--- config.mk ---
export PLATFORM = sky130hd
export DESIGN_NAME = ztt_ctrl
export DESIGN_NICKNAME = d
export VERILOG_FILES = /design/src/ztt_pkg.sv /design/src/ztt_ctrl.sv
export SDC_FILE = /design/constraint.sdc
export NUM_CORES = 1
export LEC_CHECK = 0
export BUFFER_PORTS_ARGS = -buffer_cell sky130_fd_sc_hd__buf_2
export CAP_MARGIN = 20
export CORE_AREA = 2 2 39 41
export CTS_BUF_LIST = sky130_fd_sc_hd__clkbuf_16
export DETAILED_ROUTE_END_ITERATION = 6
export DIE_AREA = 0 0 41 43
export GPL_ROUTABILITY_DRIVEN = 0
export MAX_ROUTING_LAYER = met4
export SLEW_MARGIN = 5
export SYNTH_ARGS = -nofsm -noshare
export SYNTH_HDL_FRONTEND = slang
export SYNTH_SLANG_ARGS = --single-unit
--- constraint.sdc ---
create_clock -name clk -period 0.9 [get_ports clk]
set_input_delay 0.135 -clock clk [delete_from_list [all_inputs] [get_ports clk]]
set_output_delay 0.135 -clock clk [all_outputs]
set_load 0.1 [all_outputs]
--- src/ztt_pkg.sv ---
// Shared types and constants for the transposition table block.
// Used by the controller, the datapath and the top level; no dependencies.
package ztt_pkg;

  // Default geometry.
  localparam int DEF_BOARD_SIZE = 15;
  localparam int DEF_INDEX_BITS = 12;

  // Command codes; codes 5 to 7 do nothing.
  typedef enum logic [2:0] {
    CMD_LOAD   = 3'd0,
    CMD_CLEAR  = 3'd1,
    CMD_TOGGLE = 3'd2,
    CMD_LOOKUP = 3'd3,
    CMD_STORE  = 3'd4
  } cmd_t;

  // Entry kinds.
  localparam logic [1:0] KIND_EXACT = 2'd0;
  localparam logic [1:0] KIND_LOWER = 2'd1;
  localparam logic [1:0] KIND_UPPER = 2'd2;

  // One stored entry: valid flag, kind, eval and depth.
  typedef struct packed {
    logic               valid;
    logic [1:0]         kind;
    logic signed [15:0] eval;
    logic [7:0]         depth;
  } entry_info_t;

  // Commands from the controller to the datapath.
  typedef struct packed {
    logic capture;  // item accepted this cycle: latch fields, issue reads
    logic exec;     // read data ready: update state and write result
    logic clr;      // reset sweep: clear one entry of the valid store
  } ztt_ctl_t;

  // Status from the datapath to the controller.
  typedef struct packed {
    logic clr_last; // sweep is at its final entry
  } ztt_sts_t;

endpackage

--- src/ztt_ctrl.sv ---
// Controller state machine for the transposition table block.
// Depends on ztt_pkg for the command and status structs.
module ztt_ctrl
  import ztt_pkg::*;
(
  input  logic     clk,
  input  logic     rst_n,
  input  logic     start,
  input  ztt_sts_t sts,
  output ztt_ctl_t ctl,
  output logic     busy
);

  typedef enum logic [1:0] {
    ST_CLEAR,
    ST_IDLE,
    ST_EXEC
  } state_t;

  state_t state_r;
  logic   busy_r;

  // Commands decoded from the current state.
  always_comb begin
    ctl.capture = (state_r == ST_IDLE) && start;
    ctl.exec    = (state_r == ST_EXEC);
    ctl.clr     = (state_r == ST_CLEAR);
  end

  assign busy = busy_r;

  // State and the registered busy flag.
  always_ff @(posedge clk) begin
    if (!rst_n) begin
      state_r <= ST_CLEAR;
      busy_r  <= 1'b1;
    end else begin
      case (state_r)
        ST_CLEAR: begin
          if (sts.clr_last) begin
            state_r <= ST_IDLE;
            busy_r  <= 1'b0;
          end
        end
        ST_IDLE: begin
          if (start) begin
            state_r <= ST_EXEC;
            busy_r  <= 1'b1;
          end
        end
        ST_EXEC: begin
          state_r <= ST_IDLE;
          busy_r  <= 1'b0;
        end
        default: begin
          state_r <= ST_CLEAR;
          busy_r  <= 1'b1;
        end
      endcase
    end
  end

endmodule

Word-level counts from Yosys, hierarchy flattened
Cells that the tools add are included.
{"block": "totals", "reg_bits": 3, "input_bits": 4, "output_inout_bits": 4}
{"block": "op_classes", "n_mux": 6, "reduce_logical": 3, "eq_ne": 4}
{"operator": "one-hot mux 2 bit (3 select lines)", "count": 1}
{"operator": "two-way mux 2 bit", "count": 2}
{"operator": "inequality test 2 bit, second input constant", "count": 2}
{"operator": "one-hot mux 1 bit (3 select lines)", "count": 1}
{"operator": "== test 2 x 1 -> 1 bit, second input constant", "count": 1}
{"operator": "== test 2 bit, second input constant", "count": 1}
{"operator": "zero test 2 bit", "count": 1}
{"operator": "two-way mux 1 bit", "count": 2}
{"operator": "AND reduction 2 bit", "count": 1}
{"operator": "logical AND 1 bit", "count": 1}

Longest topological paths before layout
{"block": "logic_depth", "depth_word": 3, "mapped_depth": 2, "depth_no_buf": 2}

Worst setup path before layout
Ideal clock, no wire load.
{"block": "synth_path", "kind": "reg-to-output", "startpoint": "register state_r[1]", "endpoint": "output ctl[1] in the netlist's numbering", "path_buffers": 0, "arrival_time_ns": 1.730, "path_stages_with_launch": 2, "required_ns": 0.765, "path_slack_ns": -0.965, "path_cell_list": "dfxtp_1 -> nor2b_1"}
{"item": "start, declared", "line": "ztt_ctrl.sv:20", "source": "state_t state_r;"}
{"item": "start signal, assigned", "line": "ztt_ctrl.sv:35", "source": "state_r <= ST_CLEAR;"}
{"item": "start signal, assigned", "line": "ztt_ctrl.sv:41", "source": "state_r <= ST_IDLE;"}
{"item": "start signal, assigned", "line": "ztt_ctrl.sv:47", "source": "state_r <= ST_EXEC;"}
{"item": "end, declared", "line": "ztt_ctrl.sv:10", "source": "output ztt_ctl_t ctl,"}

==> impl_metrics.ini <==
[power_and_ir_drop]
combPwrFrac = 0.212
p_sw_w = 0.000269
power_frac_seq = 0.145
p_int_w = 0.000814
p_per_area_mw_per_mm2 = 2730
switching_share = 0.249
clock_power_share = 0.643
leakagePower_nw = 0.169
ir_drop_mv = 1.41

[logic_synthesis]
synth_largest_area_cell = dfxtp_1
ys_warn_count = 0
syn_nets = 17
synthArstFlopShare = 0
synth_most_common_cell = dfxtp_1
netlist_instances = 13
ys_seq_area_frac = 0.466
synthDistinctLibCells = 10
synth_seq_cells = 3
synthesis.area_per_instance_um2 = 9.91
yosys.area.top_type_share = 0.466
synthTopCellsByCount = dfxtp_1 (3), nor2b_1 (2)
synthesis.area_um2 = 129
synth_edf_count = 0
synth_ff_type = dfxtp_1
synth_area_leaders = dfxtp_1 (47%), nor2b_1 (9.7%), o21ba_1 (7.8%)

[routing]
routedWlPerCell_um = 9.84
ant_nets = 0
vias = 156
via_per_inst = 3.63
routed_wl_um = 423
drc = 0
drtIter0Drc = 1
drtPass1Iterations = 2

[die]
core-area_mm2 = 0.00138
rows = 14
start_util = 0.0931
die_x_um = 41
io_pins = 8
die_h_um = 43
die_area_mm2 = 0.00176

[grt]
grt_max_degree = 6
antenna_found_initial = 0
overflow = 0
grt_pass1_wl_um = 696
track_usage = 0.0751
grt_pass1_vias = 187

[timing]
finalHoldViolCount = 0
worstMarginPinSlew_ns = 0.149
finalSetupViolCount = 5
fmax_ghz = 0.855
maxSlewHeadroom = 0.901
worst_slack_ns = -0.270
final.period_utilization = 1.30
finalCriticalPeriod_ns = 1.17
rsz0062_at_grt = true
maxSlewViolCount = 0
clock_skew_ns = 0.000602
fin_hold_ws_ns = 0.158

[final_layout]
area_growth_pct = 208
nets = 32
stdcell_area_um2 = 397
antenna_cells = 0
drive_above_1_share = 0.778

[clock_network]
htree_levels = 1
cts_tree = built
clock_latency_ns = 0.22
cts_hold_buf = 0
cts_buffers = 3
numClockSinks = 3
clockRootBuffer = clkbuf_16
cts.clk_slew.worst_paths_ns = 0.03
cts_buffer_depth = 2

[run]
maxCapViolCount = 0

[setup_path]
end_kind = primary output
critPathArrivalTime_ns = 1.03
regToRegStartpoint = state_r[1]$_SDFFE_PN0P_
critPathLaunchType = register
worst-path-max-fanout = 3
path_class = register to primary output
critPathRequiredTime_ns = 0.76
crit_start = state_r[1]$_SDFFE_PN0P_

[placement]
place_area_um2 = 297
portBuffers = 7

[min_path]
min_from = rst_n
worstHoldPathType = input pin to register

[outcome]
outcome = finished with violations
violations = negative setup slack
==> flip-flops by register name (all words and copies together), names as in the netlist <==
signal,cells
busy,1
state_r,2
==> layout by cell type, fill, tap and decap left out <==
cell	n
nor2_4	1
and3b_4	1
and2_1	1
nor2b_1	1
inv_1	1
nor3b_2	1
nor2b_4	1
buf_12	5
o21ai_2	1
o21ba_1	1
clkbuf_16	3
a22oi_1	1
o21a_1	1
buf_2	3
dfxtp_4	3
buf_4	2
==> critical path, stage by stage (launching register included) <==
cell,delay [ns]
dfxtp_4,0.33
and3b_4,0.31
buf_12,0.17
==> cell families (layout without fill, tap and decap cells) <==
kind of cell | count (synthesis) | in the layout | share of synthesized area
AO/OA/AOI/OAI | 4 | 4 | 0.233
buffers and inverters | 0 | 14 | 0
flip-flops | 3 | 3 | 0.466
AND/OR/NAND/NOR | 6 | 6 | 0.301
==> final timing paths <==
kind                            slack [ns]  depth (start not counted)                 endpoint
worst min register to register        0.51                          2        busy$_SDFFE_PN1P_
worst max register to register       -0.08                          4  state_r[0]$_SDFFE_PN0P_
worst min-delay path                  0.16                          2        busy$_SDFFE_PN1P_
worst max-delay path                 -0.27                          2                   ctl[2]
==> area by class of cell <==
| type | instances | area, um^2 |
|---|---|---|
| clock buffers | 3 | 75.1 |
| clock inverters | 1 | 3.75 |
| fillers | 145 | 987 |
| multi-input cells | 10 | 96.3 |
| flip-flops and latches | 3 | 71.3 |
| well taps | 16 | 20.0 |
| repair buffers | 10 | 130 |
==> stage by stage <==
stage	std cells	setup TNS [ns]	worst slack (ns)	utilization	total power [W]
CTS	43	-0.845	-0.278	0.287	0.00109
finish	43	-0.827	-0.270	0.287	0.00108
floorplan	13	-0.466	-0.178	-	0.000291
detailed placement	38	-0.0548	-0.0548	0.214	0.000387
global route	43	-0.962	-0.286	0.287	0.00111
global placement	38	-0.0489	-0.0489	0.214	0.000386
==> layer usage <==
| layer | GRT usage | share of wire | wire, um |
|---|---|---|---|
| met1 | 0.0386 | 0.24 | 102 |
| met2 | 0.106 | 0.54 | 227 |
| met3 | 0.0628 | 0.13 | 55 |
| met4 | 0.100 | 0.090 | 38 |
| met5 | - | 0 | 0 |
==> power by group through the flow <==
stage	Combinational, W	Clock (W)	Sequential, W
after floorplan	0.0000915	0	0.000200
after global placement	0.000223	0	0.000163
after detailed placement	0.000224	0	0.000163
after CTS	0.000231	0.000705	0.000157
after global routing	0.000238	0.000716	0.000159
final	0.000230	0.000696	0.000157
==> repair_timing <==
item / 4_1_cts / 5_1_grt
setup endpoints to repair: 3 / 5
pin swaps: 1 / 2
gates resized for setup: 5 / 0
buffers inserted: 1 / 0
Power figures use the tool's default switching activity.
